===== src/design/urm_pkg.sv =====
// ----------------------------------------------------------------------------
// urm_pkg
// Shared types and constants for the 8250-style UART register model.
// ----------------------------------------------------------------------------
package urm_pkg;

	// Operation codes carried by each input word
	typedef enum logic [1:0] {
		OP_READ  = 2'd0,
		OP_WRITE = 2'd1,
		OP_RECV  = 2'd2,
		OP_TICK  = 2'd3
	} op_t;

	// Register offsets from the port base
	typedef enum logic [2:0] {
		REG_DATA = 3'd0,
		REG_IER  = 3'd1,
		REG_IIR  = 3'd2,
		REG_LCR  = 3'd3,
		REG_MCR  = 3'd4,
		REG_LSR  = 3'd5,
		REG_MSR  = 3'd6,
		REG_SCR  = 3'd7
	} reg_sel_t;

	// Receive phase codes; the fourth code behaves as idle
	typedef enum logic [1:0] {
		RX_IDLE   = 2'd0,
		RX_WAIT   = 2'd1,
		RX_POPPED = 2'd2,
		RX_SPARE  = 2'd3
	} rx_phase_t;

	// Reset values
	localparam logic [2:0] IIR_NONE     = 3'b001;
	localparam logic [2:0] IIR_RX_DATA  = 3'b100;
	localparam logic [7:0] LCR_RESET    = 8'h03;
	localparam logic [7:0] LSR_RESET    = 8'h60;

	// Bit masks
	localparam int         LCR_DLAB_BIT = 7;
	localparam int         MCR_LOOP_BIT = 4;
	localparam logic [7:0] LSR_CLR_DR   = 8'b1111_1110;
	localparam logic [7:0] LSR_CLR_ERR  = 8'b1110_0001;
	localparam logic [7:0] LSR_CLR_THRE = 8'b1001_1111;
	localparam logic [7:0] LSR_THRE     = 8'b0110_0000;
	localparam logic [7:0] LSR_DR       = 8'b0000_0001;
	localparam logic [7:0] LSR_OE       = 8'b0000_0010;
	localparam logic [2:0] IIR_TX_SET   = 3'b010;
	localparam logic [2:0] IIR_TX_KEEP  = 3'b110;

	// Command queue sizing
	localparam int QDEPTH = 4;
	localparam int QPTR_W = $clog2(QDEPTH);
	localparam int QCNT_W = QPTR_W + 1;

	// Classified command passed from front to back
	typedef struct packed {
		op_t        op;
		reg_sel_t   sel;
		logic [7:0] data;
		logic       cts;
		logic [7:0] pms;
	} cmd_t;

endpackage


===== src/design/urm_if.sv =====
// ----------------------------------------------------------------------------
// urm_if
// Request and response channel interfaces of the UART register model.
// ----------------------------------------------------------------------------
interface urm_req_if;
	logic       valid;
	logic       ready;
	logic [1:0] op;
	logic [2:0] reg_offset;
	logic [7:0] wr_data;
	logic [7:0] rx_byte;
	logic       peer_cts;
	logic [7:0] peer_modem_status;

	modport source (output valid, op, reg_offset, wr_data, rx_byte, peer_cts,
		peer_modem_status, input ready);
	modport sink (input valid, op, reg_offset, wr_data, rx_byte, peer_cts,
		peer_modem_status, output ready);
endinterface

interface urm_rsp_if;
	logic       valid;
	logic       ready;
	logic [7:0] rd_data;
	logic       tx_valid;
	logic [7:0] tx_byte;
	logic       irq_request;
	logic       loop_active;

	modport source (output valid, rd_data, tx_valid, tx_byte, irq_request,
		loop_active, input ready);
	modport sink (input valid, rd_data, tx_valid, tx_byte, irq_request,
		loop_active, output ready);
endinterface


===== src/design/urm_front.sv =====
// ----------------------------------------------------------------------------
// urm_front
// Accepts request words, classifies them into commands and feeds the queue.
// ----------------------------------------------------------------------------
module urm_front
	import urm_pkg::*;
(
	input  logic          clk,
	input  logic          arst_n,
	urm_req_if.sink       req,
	output logic          push_valid,
	input  logic          push_ready,
	output cmd_t          push_cmd
);

	logic valid_s1;
	cmd_t cmd_s1;
	cmd_t cmd_in;
	op_t  op_in;

	// Classify: select the byte operand by operation
	always_comb begin
		op_in         = op_t'(req.op);
		cmd_in.op     = op_in;
		cmd_in.sel    = reg_sel_t'(req.reg_offset);
		cmd_in.data   = (op_in == OP_RECV) ? req.rx_byte : req.wr_data;
		cmd_in.cts    = req.peer_cts;
		cmd_in.pms    = req.peer_modem_status;
	end

	// Take a new word whenever the stage is empty or drains this cycle
	assign req.ready  = !valid_s1 || push_ready;
	assign push_valid = valid_s1;
	assign push_cmd   = cmd_s1;

	always_ff @(posedge clk or negedge arst_n) begin
		if (!arst_n) begin
			valid_s1 <= 1'b0;
		end else if (req.valid && req.ready) begin
			valid_s1 <= 1'b1;
		end else if (push_ready) begin
			valid_s1 <= 1'b0;
		end
	end

	// Hold the classified command
	always_ff @(posedge clk) begin
		if (req.valid && req.ready) begin
			cmd_s1 <= cmd_in;
		end
	end

endmodule


===== src/design/urm_queue.sv =====
// ----------------------------------------------------------------------------
// urm_queue
// Short command queue between front and back.
// ----------------------------------------------------------------------------
module urm_queue
	import urm_pkg::*;
(
	input  logic clk,
	input  logic arst_n,
	input  logic push_valid,
	output logic push_ready,
	input  cmd_t push_cmd,
	output logic pop_valid,
	input  logic pop_ready,
	output cmd_t pop_cmd
);

	cmd_t              entries_q [QDEPTH];
	logic [QPTR_W-1:0] wr_ptr_q;
	logic [QPTR_W-1:0] rd_ptr_q;
	logic [QCNT_W-1:0] count_q;
	logic              do_push;
	logic              do_pop;

	assign push_ready = (count_q != QCNT_W'(QDEPTH));
	assign pop_valid  = (count_q != '0);
	assign pop_cmd    = entries_q[rd_ptr_q];
	assign do_push    = push_valid && push_ready;
	assign do_pop     = pop_valid && pop_ready;

	// Advance pointers and count
	always_ff @(posedge clk or negedge arst_n) begin
		if (!arst_n) begin
			wr_ptr_q <= '0;
			rd_ptr_q <= '0;
			count_q  <= '0;
		end else begin
			if (do_push) begin
				wr_ptr_q <= wr_ptr_q + 1'b1;
			end
			if (do_pop) begin
				rd_ptr_q <= rd_ptr_q + 1'b1;
			end
			if (do_push && !do_pop) begin
				count_q <= count_q + 1'b1;
			end else if (do_pop && !do_push) begin
				count_q <= count_q - 1'b1;
			end
		end
	end

	// Store pushed word
	always_ff @(posedge clk) begin
		if (do_push) begin
			entries_q[wr_ptr_q] <= push_cmd;
		end
	end

endmodule


===== src/design/urm_back.sv =====
// ----------------------------------------------------------------------------
// urm_back
// Executes commands on the UART register file and registers the response.
// ----------------------------------------------------------------------------
module urm_back
	import urm_pkg::*;
(
	input  logic     clk,
	input  logic     arst_n,
	input  logic     pop_valid,
	output logic     pop_ready,
	input  cmd_t     pop_cmd,
	urm_rsp_if.source rsp
);

	// Register file
	logic [7:0]  data_q;
	logic [15:0] div_q;
	logic [3:0]  ier_q;
	logic [2:0]  iir_q;
	logic [7:0]  lcr_q;
	logic [4:0]  mcr_q;
	logic [7:0]  lsr_q;
	logic        tx_phase_q;
	rx_phase_t   rx_phase_q;

	// Response register
	logic        rsp_valid_q;
	logic [7:0]  rd_data_q;
	logic        tx_valid_q;
	logic [7:0]  tx_byte_q;
	logic        irq_q;
	logic        loop_q;

	// Next state
	logic [7:0]  data_n;
	logic [15:0] div_n;
	logic [3:0]  ier_n;
	logic [2:0]  iir_n;
	logic [7:0]  lcr_n;
	logic [4:0]  mcr_n;
	logic [7:0]  lsr_n;
	logic        tx_phase_n;
	rx_phase_t   rx_phase_n;
	logic [7:0]  rd_data_n;
	logic        tx_valid_n;
	logic [7:0]  tx_byte_n;
	logic        irq_n;
	logic        fire;
	logic        dlab;
	logic        loop_on;
	logic        rx_ok;

	assign pop_ready = !rsp_valid_q || rsp.ready;
	assign fire      = pop_valid && pop_ready;
	assign dlab      = lcr_q[LCR_DLAB_BIT];
	assign loop_on   = mcr_q[MCR_LOOP_BIT];
	assign rx_ok     = (mcr_q[1:0] == 2'b11) || loop_on;

	// Execute one command against the register file
	always_comb begin
		data_n     = data_q;
		div_n      = div_q;
		ier_n      = ier_q;
		iir_n      = iir_q;
		lcr_n      = lcr_q;
		mcr_n      = mcr_q;
		lsr_n      = lsr_q;
		tx_phase_n = tx_phase_q;
		rx_phase_n = rx_phase_q;
		rd_data_n  = 8'h00;
		tx_valid_n = 1'b0;
		tx_byte_n  = 8'h00;
		irq_n      = 1'b0;
		case (pop_cmd.op)
			OP_READ: begin
				case (pop_cmd.sel)
					REG_DATA: begin
						if (dlab) begin
							rd_data_n = div_q[7:0];
						end else begin
							rd_data_n  = data_q;
							lsr_n      = lsr_q & LSR_CLR_DR;
							iir_n      = IIR_NONE;
							rx_phase_n = RX_POPPED;
						end
					end
					REG_IER: rd_data_n = dlab ? div_q[15:8] : {4'h0, ier_q};
					REG_IIR: rd_data_n = {5'h00, iir_q};
					REG_LCR: rd_data_n = lcr_q;
					REG_MCR: rd_data_n = {3'h0, mcr_q};
					REG_LSR: begin
						rd_data_n = lsr_q;
						lsr_n     = lsr_q & LSR_CLR_ERR;
					end
					REG_MSR: rd_data_n = pop_cmd.pms;
					default: rd_data_n = 8'h00;
				endcase
			end
			OP_WRITE: begin
				case (pop_cmd.sel)
					REG_DATA: begin
						if (dlab) begin
							div_n[7:0] = pop_cmd.data;
						end else begin
							data_n     = pop_cmd.data;
							lsr_n      = lsr_q & LSR_CLR_THRE;
							tx_phase_n = 1'b1;
							// Loopback also receives the written word
							if (loop_on) begin
								lsr_n = lsr_n | LSR_DR;
								if (rx_phase_q == RX_WAIT) begin
									lsr_n = lsr_n | LSR_OE;
								end
								if (ier_q[0]) begin
									iir_n = IIR_RX_DATA;
								end
								rx_phase_n = RX_WAIT;
							end
						end
					end
					REG_IER: begin
						if (dlab) begin
							div_n[15:8] = pop_cmd.data;
						end else begin
							ier_n = pop_cmd.data[3:0];
						end
					end
					REG_LCR: lcr_n = pop_cmd.data;
					REG_MCR: mcr_n = pop_cmd.data[4:0];
					default: ;
				endcase
			end
			OP_RECV: begin
				if (rx_ok) begin
					data_n = pop_cmd.data;
					lsr_n  = lsr_q | LSR_DR;
					if (rx_phase_q == RX_WAIT) begin
						lsr_n = lsr_n | LSR_OE;
					end
					if (ier_q[0]) begin
						iir_n = IIR_RX_DATA;
					end
					rx_phase_n = RX_WAIT;
				end
			end
			OP_TICK: begin
				irq_n = !iir_q[0];
				// Complete a pending transmission
				if (tx_phase_q && (loop_on || pop_cmd.cts)) begin
					if (!loop_on) begin
						tx_valid_n = 1'b1;
						tx_byte_n  = data_q;
						data_n     = 8'h00;
					end
					lsr_n      = lsr_q | LSR_THRE;
					tx_phase_n = 1'b0;
					if (ier_q[1]) begin
						iir_n = (iir_q | IIR_TX_SET) & IIR_TX_KEEP;
					end
				end
				// Retire a word the host has read
				if (rx_phase_q == RX_POPPED) begin
					rx_phase_n = RX_IDLE;
				end
			end
			default: ;
		endcase
	end

	// Update register file on each executed command
	always_ff @(posedge clk or negedge arst_n) begin
		if (!arst_n) begin
			data_q     <= 8'h00;
			div_q      <= 16'h0000;
			ier_q      <= 4'h0;
			iir_q      <= IIR_NONE;
			lcr_q      <= LCR_RESET;
			mcr_q      <= 5'h00;
			lsr_q      <= LSR_RESET;
			tx_phase_q <= 1'b0;
			rx_phase_q <= RX_IDLE;
		end else if (fire) begin
			data_q     <= data_n;
			div_q      <= div_n;
			ier_q      <= ier_n;
			iir_q      <= iir_n;
			lcr_q      <= lcr_n;
			mcr_q      <= mcr_n;
			lsr_q      <= lsr_n;
			tx_phase_q <= tx_phase_n;
			rx_phase_q <= rx_phase_n;
		end
	end

	// Hold the response until taken
	always_ff @(posedge clk or negedge arst_n) begin
		if (!arst_n) begin
			rsp_valid_q <= 1'b0;
		end else if (fire) begin
			rsp_valid_q <= 1'b1;
		end else if (rsp.ready) begin
			rsp_valid_q <= 1'b0;
		end
	end

	always_ff @(posedge clk) begin
		if (fire) begin
			rd_data_q  <= rd_data_n;
			tx_valid_q <= tx_valid_n;
			tx_byte_q  <= tx_byte_n;
			irq_q      <= irq_n;
			loop_q     <= loop_on;
		end
	end

	assign rsp.valid       = rsp_valid_q;
	assign rsp.rd_data     = rd_data_q;
	assign rsp.tx_valid    = tx_valid_q;
	assign rsp.tx_byte     = tx_byte_q;
	assign rsp.irq_request = irq_q;
	assign rsp.loop_active = loop_q;

endmodule


===== src/design/uart_register_model_top.sv =====
// Path: a request word passes the front stage, the queue and the response register.
// Throughput: one word per cycle while rsp.ready is high; the register file executes
// one command per cycle, only while the response register is empty or being taken.
// Reset: arst_n clears the queue and loads the 8250 defaults (LCR 0x03, LSR 0x60,
// IIR 0x01, all others zero) at once; no clearing pass.
// ----------------------------------------------------------------------------
// uart_register_model_top
// 8250-style UART register model: front classifier, command queue, executor.
// ----------------------------------------------------------------------------
module uart_register_model_top
	import urm_pkg::*;
(
	input  logic      clk,
	input  logic      arst_n,
	urm_req_if.sink   req,
	urm_rsp_if.source rsp
);

	logic push_valid;
	logic push_ready;
	cmd_t push_cmd;
	logic pop_valid;
	logic pop_ready;
	cmd_t pop_cmd;

	urm_front u_front (
		.clk        (clk),
		.arst_n     (arst_n),
		.req        (req),
		.push_valid (push_valid),
		.push_ready (push_ready),
		.push_cmd   (push_cmd)
	);

	urm_queue u_queue (
		.clk        (clk),
		.arst_n     (arst_n),
		.push_valid (push_valid),
		.push_ready (push_ready),
		.push_cmd   (push_cmd),
		.pop_valid  (pop_valid),
		.pop_ready  (pop_ready),
		.pop_cmd    (pop_cmd)
	);

	urm_back u_back (
		.clk       (clk),
		.arst_n    (arst_n),
		.pop_valid (pop_valid),
		.pop_ready (pop_ready),
		.pop_cmd   (pop_cmd),
		.rsp       (rsp)
	);

endmodule

===== src/flat_wrapper.sv =====
// flat-port wrapper written by rule: the top's interface ports become plain ports
module uart_register_model_top_flat import urm_pkg::*;
  (clk, arst_n, req_valid, req_op, req_reg_offset, req_wr_data, req_rx_byte, req_peer_cts, req_peer_modem_status, req_ready, rsp_valid, rsp_rd_data, rsp_tx_valid, rsp_tx_byte, rsp_irq_request, rsp_loop_active, rsp_ready);
  urm_req_if req_i ();
  urm_rsp_if rsp_i ();
  input  logic clk;
  input  logic arst_n;
  input wire logic [$bits(req_i.valid)-1:0] req_valid;
  input wire logic [$bits(req_i.op)-1:0] req_op;
  input wire logic [$bits(req_i.reg_offset)-1:0] req_reg_offset;
  input wire logic [$bits(req_i.wr_data)-1:0] req_wr_data;
  input wire logic [$bits(req_i.rx_byte)-1:0] req_rx_byte;
  input wire logic [$bits(req_i.peer_cts)-1:0] req_peer_cts;
  input wire logic [$bits(req_i.peer_modem_status)-1:0] req_peer_modem_status;
  output wire logic [$bits(req_i.ready)-1:0] req_ready;
  output wire logic [$bits(rsp_i.valid)-1:0] rsp_valid;
  output wire logic [$bits(rsp_i.rd_data)-1:0] rsp_rd_data;
  output wire logic [$bits(rsp_i.tx_valid)-1:0] rsp_tx_valid;
  output wire logic [$bits(rsp_i.tx_byte)-1:0] rsp_tx_byte;
  output wire logic [$bits(rsp_i.irq_request)-1:0] rsp_irq_request;
  output wire logic [$bits(rsp_i.loop_active)-1:0] rsp_loop_active;
  input wire logic [$bits(rsp_i.ready)-1:0] rsp_ready;
  assign req_i.valid = req_valid;
  assign req_i.op = req_op;
  assign req_i.reg_offset = req_reg_offset;
  assign req_i.wr_data = req_wr_data;
  assign req_i.rx_byte = req_rx_byte;
  assign req_i.peer_cts = req_peer_cts;
  assign req_i.peer_modem_status = req_peer_modem_status;
  assign req_ready = req_i.ready;
  assign rsp_valid = rsp_i.valid;
  assign rsp_rd_data = rsp_i.rd_data;
  assign rsp_tx_valid = rsp_i.tx_valid;
  assign rsp_tx_byte = rsp_i.tx_byte;
  assign rsp_irq_request = rsp_i.irq_request;
  assign rsp_loop_active = rsp_i.loop_active;
  assign rsp_i.ready = rsp_ready;
  uart_register_model_top u_core (.clk(clk), .arst_n(arst_n), .req(req_i), .rsp(rsp_i));
endmodule

===== config.mk =====
export PLATFORM = sky130hd
export DESIGN_NAME = uart_register_model_top_flat
export DESIGN_NICKNAME = d
export VERILOG_FILES = /design/src/design/urm_pkg.sv /design/src/design/urm_if.sv /design/src/design/urm_front.sv /design/src/design/urm_queue.sv /design/src/design/urm_back.sv /design/src/design/uart_register_model_top.sv /design/src/flat_wrapper.sv
export SDC_FILE = /design/constraint.sdc
export NUM_CORES = 1
export LEC_CHECK = 0
export ABC_AREA = 1
export BUFFER_PORTS_ARGS = -buffer_cell sky130_fd_sc_hd__buf_4
export CAP_MARGIN = 20
export CORE_MARGIN = 4
export CORE_UTILIZATION = 40
export DETAILED_ROUTE_END_ITERATION = 8
export GPL_TIMING_DRIVEN = 0
export PLACE_DENSITY = 0.62
export SLEW_MARGIN = 20
export SYNTH_ARGS = -nofsm -noshare
export SYNTH_HDL_FRONTEND = slang
export SYNTH_SLANG_ARGS = --single-unit

===== constraint.sdc =====
create_clock -name clk -period 2.54 [get_ports clk]
set_clock_uncertainty 0.1 [all_clocks]
set_input_delay 0.127 -clock clk [delete_from_list [all_inputs] [get_ports clk]]
set_output_delay 0.127 -clock clk [all_outputs]
set_load 0.05 [all_outputs]

==> results of run 1 <==
## area by class of cell
class / count / area share (%)
flip-flops and latches: 188 / 53.21
multi-input cells: 480 / 25.74
repair buffers: 103 / 8.874
clock buffers: 19 / 4.300
well taps: 265 / 3.294
inverters: 53 / 2.212
plain buffers: 17 / 1.255
clock inverters: 13 / 1.119
## metal layers
layer,vias up,share of wire [%],global-route usage (%)
met5,-,0,0
met4,0,0.73,3.568
met3,10,5.1,3.883
met2,143,48,26.97
met1,2671,46,22.61
li1,2762,-,-
## sequential cells by signal, indices dropped and copies added, names as in the netlist, 2 cells and up
register	cells
u_core.u_back.rsp.tx_byte	8
u_core.u_queue.entries_q	88
u_core.u_queue.wr_ptr_q	2
u_core.u_front.push_cmd	22
u_core.u_back.lcr_q	8
u_core.u_back.rsp.rd_data	8
u_core.u_back.rx_phase_q	2
u_core.u_back.mcr_q	5
u_core.u_queue.rd_ptr_q	2
u_core.u_back.data_q	8
u_core.u_back.lsr_q	3
u_core.u_back.div_q	16
u_core.u_queue.count_q	3
u_core.u_back.iir_q	3
u_core.u_back.ier_q	4
## Yosys cell counts, drive strengths merged
| cell | count | area (um^2) |
|---|---|---|
| a21oi | 37 | 185.2 |
| a22oi | 1 | 7.510 |
| a32o | 6 | 60.06 |
| a32oi | 4 | 35.03 |
| buf | 14 | 92.58 |
| clkbuf | 7 | 26.28 |
| clkinv | 1 | 3.750 |
| dfrtp | 55 | 1376 |
| dfstp | 4 | 105.1 |
| edfxtp | 129 | 3874 |
| fa | 1 | 20.02 |
| ha | 12 | 150.1 |
| inv | 52 | 197.7 |
| mux2 | 9 | 101.4 |
| nand2 | 187 | 747.0 |
| nand3 | 43 | 252.8 |
| nand4 | 2 | 12.51 |
| nor2 | 98 | 409.1 |
| nor3 | 4 | 31.28 |
| o21ai | 65 | 332.8 |
| o22ai | 6 | 37.54 |
| xnor2 | 1 | 8.760 |
| xor2 | 3 | 26.28 |
## report_power, final
part	switching [mW]	internal (mW)
Sequential	0.416	4.37
Combinational	4.37	2.08
Clock	1.20	1.28
## through the flow
stage | cell area [um^2] | power (mW)
after floorplan | 8109 | 8.786
after global placement | 8846 | 10.39
after detailed placement | 8936 | 10.59
after CTS | 9891 | 13.34
after global routing | 10070 | 14.67
final | 10070 | 13.72
## critical path, stage by stage (launching register included)
cell	delay, ns
dfrtp_1	0.38
buf_6	0.15
clkinv_8	0.06
buf_8	0.12
nand2_2	0.06
a32oi_4	0.32
inv_4	0.10
ha_4	0.20
nand2_1	0.08
inv_2	0.06
nor2_4	0.13
inv_1	0.08
nor2_1	0.10
nand3_1	0.12
o21ai_0	0.18
nand2_1	0.07
## how the worst max path moves through the flow
stage | startpoint | end | slack, ns | cells past startpoint
final | u_core.u_queue.rd_ptr_q[0] | u_core.u_back.rx_phase_q[1] | 0.11 | 15
after global placement | u_core.u_queue.rd_ptr_q[1] | u_core.u_back.data_q[5] | -0.54 | 13
after global routing | u_core.u_queue.rd_ptr_q[0] | u_core.u_back.iir_q[1] | -0.01 | 17
after floorplan | u_core.u_queue.rd_ptr_q[0] | u_core.u_back.tx_phase_q | 0.06 | 16
after detailed placement | u_core.u_queue.rd_ptr_q[1] | u_core.u_back.tx_phase_q | -0.60 | 14
after CTS | u_core.u_queue.rd_ptr_q[0] | u_core.u_back.rx_phase_q[1] | 0.02 | 14
## timing repair
| action | CTS | global route |
|---|---|---|
| setup endpoints to repair | 68 | 54 |
| endpoints found under the hold margin | 79 | 0 |
| pin swaps | 4 | 10 |
| gates resized for setup | 21 | 28 |
| hold buffers | 33 | 0 |
| cloned | 1 | 0 |
| buffers inserted | 2 | 11 |
## kinds of logic after synthesis
kind of cell	count (synthesis)	share of synthesized area, %
and+or+nand+nor	334	17.95
DFF	188	66.17
AOI/OAI and AO/OA	119	8.132
buffers and inverters	74	3.958
adders and majority gates	13	2.103
muxes	9	1.252
xor gates and xnor gates	4	0.4330
==> out/metrics.yaml, run 1 <==
global_routing:
  grt_max_degree: 60
  grt_pass1_vias: 5297
  antenna_found_initial: 0
  grt_first_pass_wirelength_um: 28430
  grt_overflow: 0
  grtUsageTotal_pct: 16.49
critical_path:
  setup.worst_path.class: "reg2reg"
  end_kind: "flip-flop"
  start_kind: "flip-flop"
  critPathRequiredTime_ns: 2.75
  r2r_cells: 15
  path_max_fanout: 10
  rrSetupSlack_ns: 0.11
  r2r_start: "u_core.u_queue.rd_ptr_q[0]"
  worstReg2RegEnd: "u_core.u_back.rx_phase_q[1]"
  crit_arrival_ns: 2.64
synthesis:
  synth.avg_cell_area_um2: 10.92
  synth-seq-area-share_pct: 66.17
  synth_cell_type_count: 38
  synth_seq_cells: 188
  syn-cell-area_mm2: 0.008093
  postSynthCellCount: 741
  ys_warn_count: 0
  syn_nets: 788
sta:
  finalHoldViolations: 0
  worst_slew_pin_slew_ns: 0.8865
  finalSetupViolCount: 0
  maxSlewViolCount: 0
  setup_tns_ns: 0
  max_freq_mhz: 411.5
  setup_ws_ns: 0.1098
  fin_hold_ws_ns: 0.2205
  min_period_ns: 2.430
  fin_crit_sh_pct: 95.68
  maxSlewHeadroom_pct: 40.84
min_path:
  hold_class: "in2async"
clock_network:
  cts_sinks: 188
  cts_tree: "built"
  cts_buffers: 17
  clk_pin_slew_ns: 0.07
  cts_root_buf: "clkbuf_16"
  clk_latency_ns: 0.43
  h-tree-depth: 4
  clockBufferDepth: 2
die:
  dieArea_mm2: 0.02257
  rows: 51
  io_pins: 55
  coreArea_mm2: 0.01965
  fp.dieW_um: 150.2
  die_y_um: 150.2
  initial_utilization_pct: 41.18
placement:
  dp_hpwl_um: 11670
  dp_slack_ns: -0.6027
  port_buffers: 54
  gp_congestion: 0.8886
  dp_cells: 1063
detailed_routing:
  first_pass_iters: 6
  routed_wl_um: 17860
  vias: 5586
  drcViolationCount: 0
  wire_per_inst_um: 15.70
  avgViaCountPerCell: 4.909
  drtIter0Drc: 412
  ant_nets: 0
pwr:
  p_leak_nw: 4.099
  ir_drop_mv: 0.7105
  p_per_area_mw_per_mm2: 1363
status:
  outcome: "finished, final reports clean"
cells_and_area:
  nets: 907
  antenna_cells: 0
  multi_input_area_mm2: 0.002591
  postLayoutCoreUtil_pct: 51.22
  final_cell_mix: "nand2_1 (174), edfxtp_1 (129), nor2_1 (87)"
  drive_gt1_share_pct: 20.96
  area_delta_synth_final_pct: 24.40
  layout_commonest_cell: "nand2_1"
  seq_area_mm2: 0.005356
  final_cells: 1138
  fill_cells: 1772
job:
  cap_violations: 0
No activity file was read; power rests on OpenSTA's default activity.
==> run 2: changes to the inputs <==
--- a/config.mk
+++ b/config.mk
@@ -8,7 +8,6 @@
 export ABC_AREA = 1
 export BUFFER_PORTS_ARGS = -buffer_cell sky130_fd_sc_hd__buf_4
 export CAP_MARGIN = 20
-export CORE_MARGIN = 4
 export CORE_UTILIZATION = 40
 export DETAILED_ROUTE_END_ITERATION = 8
 export GPL_TIMING_DRIVEN = 0
==> run 2 against run 1 <==
  * Worst setup slack better by 0.00091 ns
  * Sequential power about the same
  * Critical path type unchanged
  * Largest cell class unchanged
  * Via count increased by 1.0%
==> out/metrics.yaml, run 2 (synthesized netlist as in run 1, its figures left out) <==
critical_path:
  crit_buf_inv: 6
  critPathMaxStageDelay_ns: 0.37
  slowest_stage: "dfrtp_1"
  end_kind: "flip-flop"
  setup.worst_path.class: "reg2reg"
  start_kind: "flip-flop"
  crit_arrival_ns: 2.65
  path_cells: "buf_6, buf_12, a21oi_4, a32oi_4, buf_12, buf_4, ha_4, nand2_1, inv_2, nor2_4, buf_4, nand3_1, o21ai_0, nand2_1"
  path_max_fanout: 19
  crit_family: "buffers and inverters"
  critPathRequiredTime_ns: 2.76
die:
  dieArea_mm2: 0.02081
  fp.dieW_um: 144.2
  coreArea_mm2: 0.01965
  initial_utilization_pct: 41.18
  io_pins: 55
  die_y_um: 144.2
  rows: 51
pwr:
  p_leak_nw: 4.141
  p_seq_share_pct: 34.3
  internal-power_mw: 7.920
  pwr-share-comb_pct: 46.7
  ir_drop_mv: 0.6184
  switching_share_pct: 43.30
  p_sw_mw: 6.048
  p_per_area_mw_per_mm2: 1373
  clockPowerShare_pct: 19.0
detailed_routing:
  wire_per_inst_um: 15.30
  vias: 5642
  first_pass_iters: 5
  avgViaCountPerCell: 4.949
  drcViolationCount: 0
  ant_nets: 0
  drtIter0Drc: 314
  routed_wl_um: 17440
cells_and_area:
  antenna_cells: 0
  drive_gt1_share_pct: 21.60
  final_cell_mix: "nand2_1 (174), edfxtp_1 (129), nor2_1 (85)"
  area_delta_synth_final_pct: 25.68
  seq_area_mm2: 0.005355
  largest_register_ffs: 88
  top_register: "u_core.u_queue.entries_q"
  multi_input_area_mm2: 0.002615
  layout_commonest_cell: "nand2_1"
  fill_cells: 1764
  nets: 909
sta:
  maxSlewHeadroom_pct: 38.00
  min_period_ns: 2.429
  max_freq_mhz: 411.6
  rsz0062_at_grt: "true"
  fin_crit_sh_pct: 95.64
  finalHoldViolations: 0
  finalSetupViolCount: 0
  worst_slew_pin_slew_ns: 0.9290
  maxSlewViolCount: 0
  fin_hold_ws_ns: 0.1956
  setup_ws_ns: 0.1107
global_routing:
  grt_first_pass_wirelength_um: 27650
  antenna_found_initial: 0
  grt_max_degree: 60
  grt_pass1_vias: 5335
  grtUsageTotal_pct: 17.96
  grt_overflow: 0
placement:
  dp_hpwl_um: 11500
  dp_slack_ns: -0.6046
  gp_congestion: 0.8541
  port_buffers: 54
clock_network:
  cts_tree: "built"
  clockBufferDepth: 2
  h-tree-depth: 4
  clk_latency_ns: 0.44
  cts_sinks: 188
  cts_root_buf: "clkbuf_16"
  cts_buffers: 17
  clk_pin_slew_ns: 0.07
status:
  outcome: "finished, final reports clean"
job:
  cap_violations: 0
min_path:
  hold_class: "in2async"
==> run 2: repair_timing <==
item / CTS / global route
setup endpoints to repair: 68 / 57
hold endpoints to repair: 79 / 0
gates resized for setup: 22 / 34
setup buffers: 3 / 12
pin swaps: 5 / 7
hold buffers: 33 / 0
cloned: 1 / 0
==> run 2: worst paths after layout <==
kind	cells after the start	to	startpoint	slack, ns
setup / recovery	14	u_core.u_back.data_q[4]	u_core.u_queue.rd_ptr_q[0]	0.11
hold / removal	2	u_core.u_back.iir_q[1]	arst_n	0.20
setup reg to reg	14	u_core.u_back.data_q[4]	u_core.u_queue.rd_ptr_q[0]	0.11
hold reg to reg	2	u_core.u_back.lsr_q[5]	u_core.u_back.lsr_q[5]	0.38
max in group asynchronous	2	u_core.u_queue.rd_ptr_q[0]	arst_n	1.60
min in group clk	2	u_core.u_front.push_cmd[4]	req_peer_modem_status[4]	0.31
==> run 2: area by class of cell <==
cell class	instances	area share, %
Buffer	17	1.242
Multi-Input combinational cell	480	25.71
Timing Repair Buffer	105	9.054
Tap cell	265	3.260
Sequential cell	188	52.65
Clock buffer	17	4.183
Clock inverter	15	1.710
Inverter	53	2.190
==> run 2: worst register-to-register path, cell delays in order, from the launching register on <==
cell	delay, ns
dfrtp_1	0.37
buf_6	0.15
buf_12	0.16
a21oi_4	0.17
a32oi_4	0.07
buf_12	0.16
buf_4	0.14
ha_4	0.17
nand2_1	0.08
inv_2	0.05
nor2_4	0.15
buf_4	0.14
nand3_1	0.15
o21ai_0	0.19
nand2_1	0.07
==> run 2: per-layer routing <==
layer / vias up / share of wire, % / GRT usage, %
met2: 149 / 48 / 29.80
li1: 2768 / - / -
met4: 0 / 1.8 / 6.981
met3: 26 / 4.6 / 3.974
met5: - / 0 / 0
met1: 2699 / 45 / 22.91
==> run 2: through the flow <==
step / utilization, % / TNS [ns] / std cells / instance area, um^2 / total power [mW]
after CTS: 50.61 / 0 / 1128 / 9947 / 13.51
after global placement: 45.01 / -55.30 / 1060 / 8846 / 10.38
after detailed placement: 45.47 / -24.02 / 1063 / 8936 / 10.57
final: 51.75 / 0 / 1140 / 10170 / 13.97
after global routing: 51.75 / -0.03131 / 1140 / 10170 / 14.89
after floorplan: - / 0 / 741 / 8109 / 8.786
==> run 2: power by group through the flow <==
stage               Clock (mW)  Sequential, mW  Combinational, mW
global route              2.81            4.90               7.18
CTS                       2.70            4.78               6.02
detailed placement           0            4.83               5.73
global placement             0            4.84               5.53
finish                    2.66            4.79               6.52
floorplan                    0            5.23               3.56
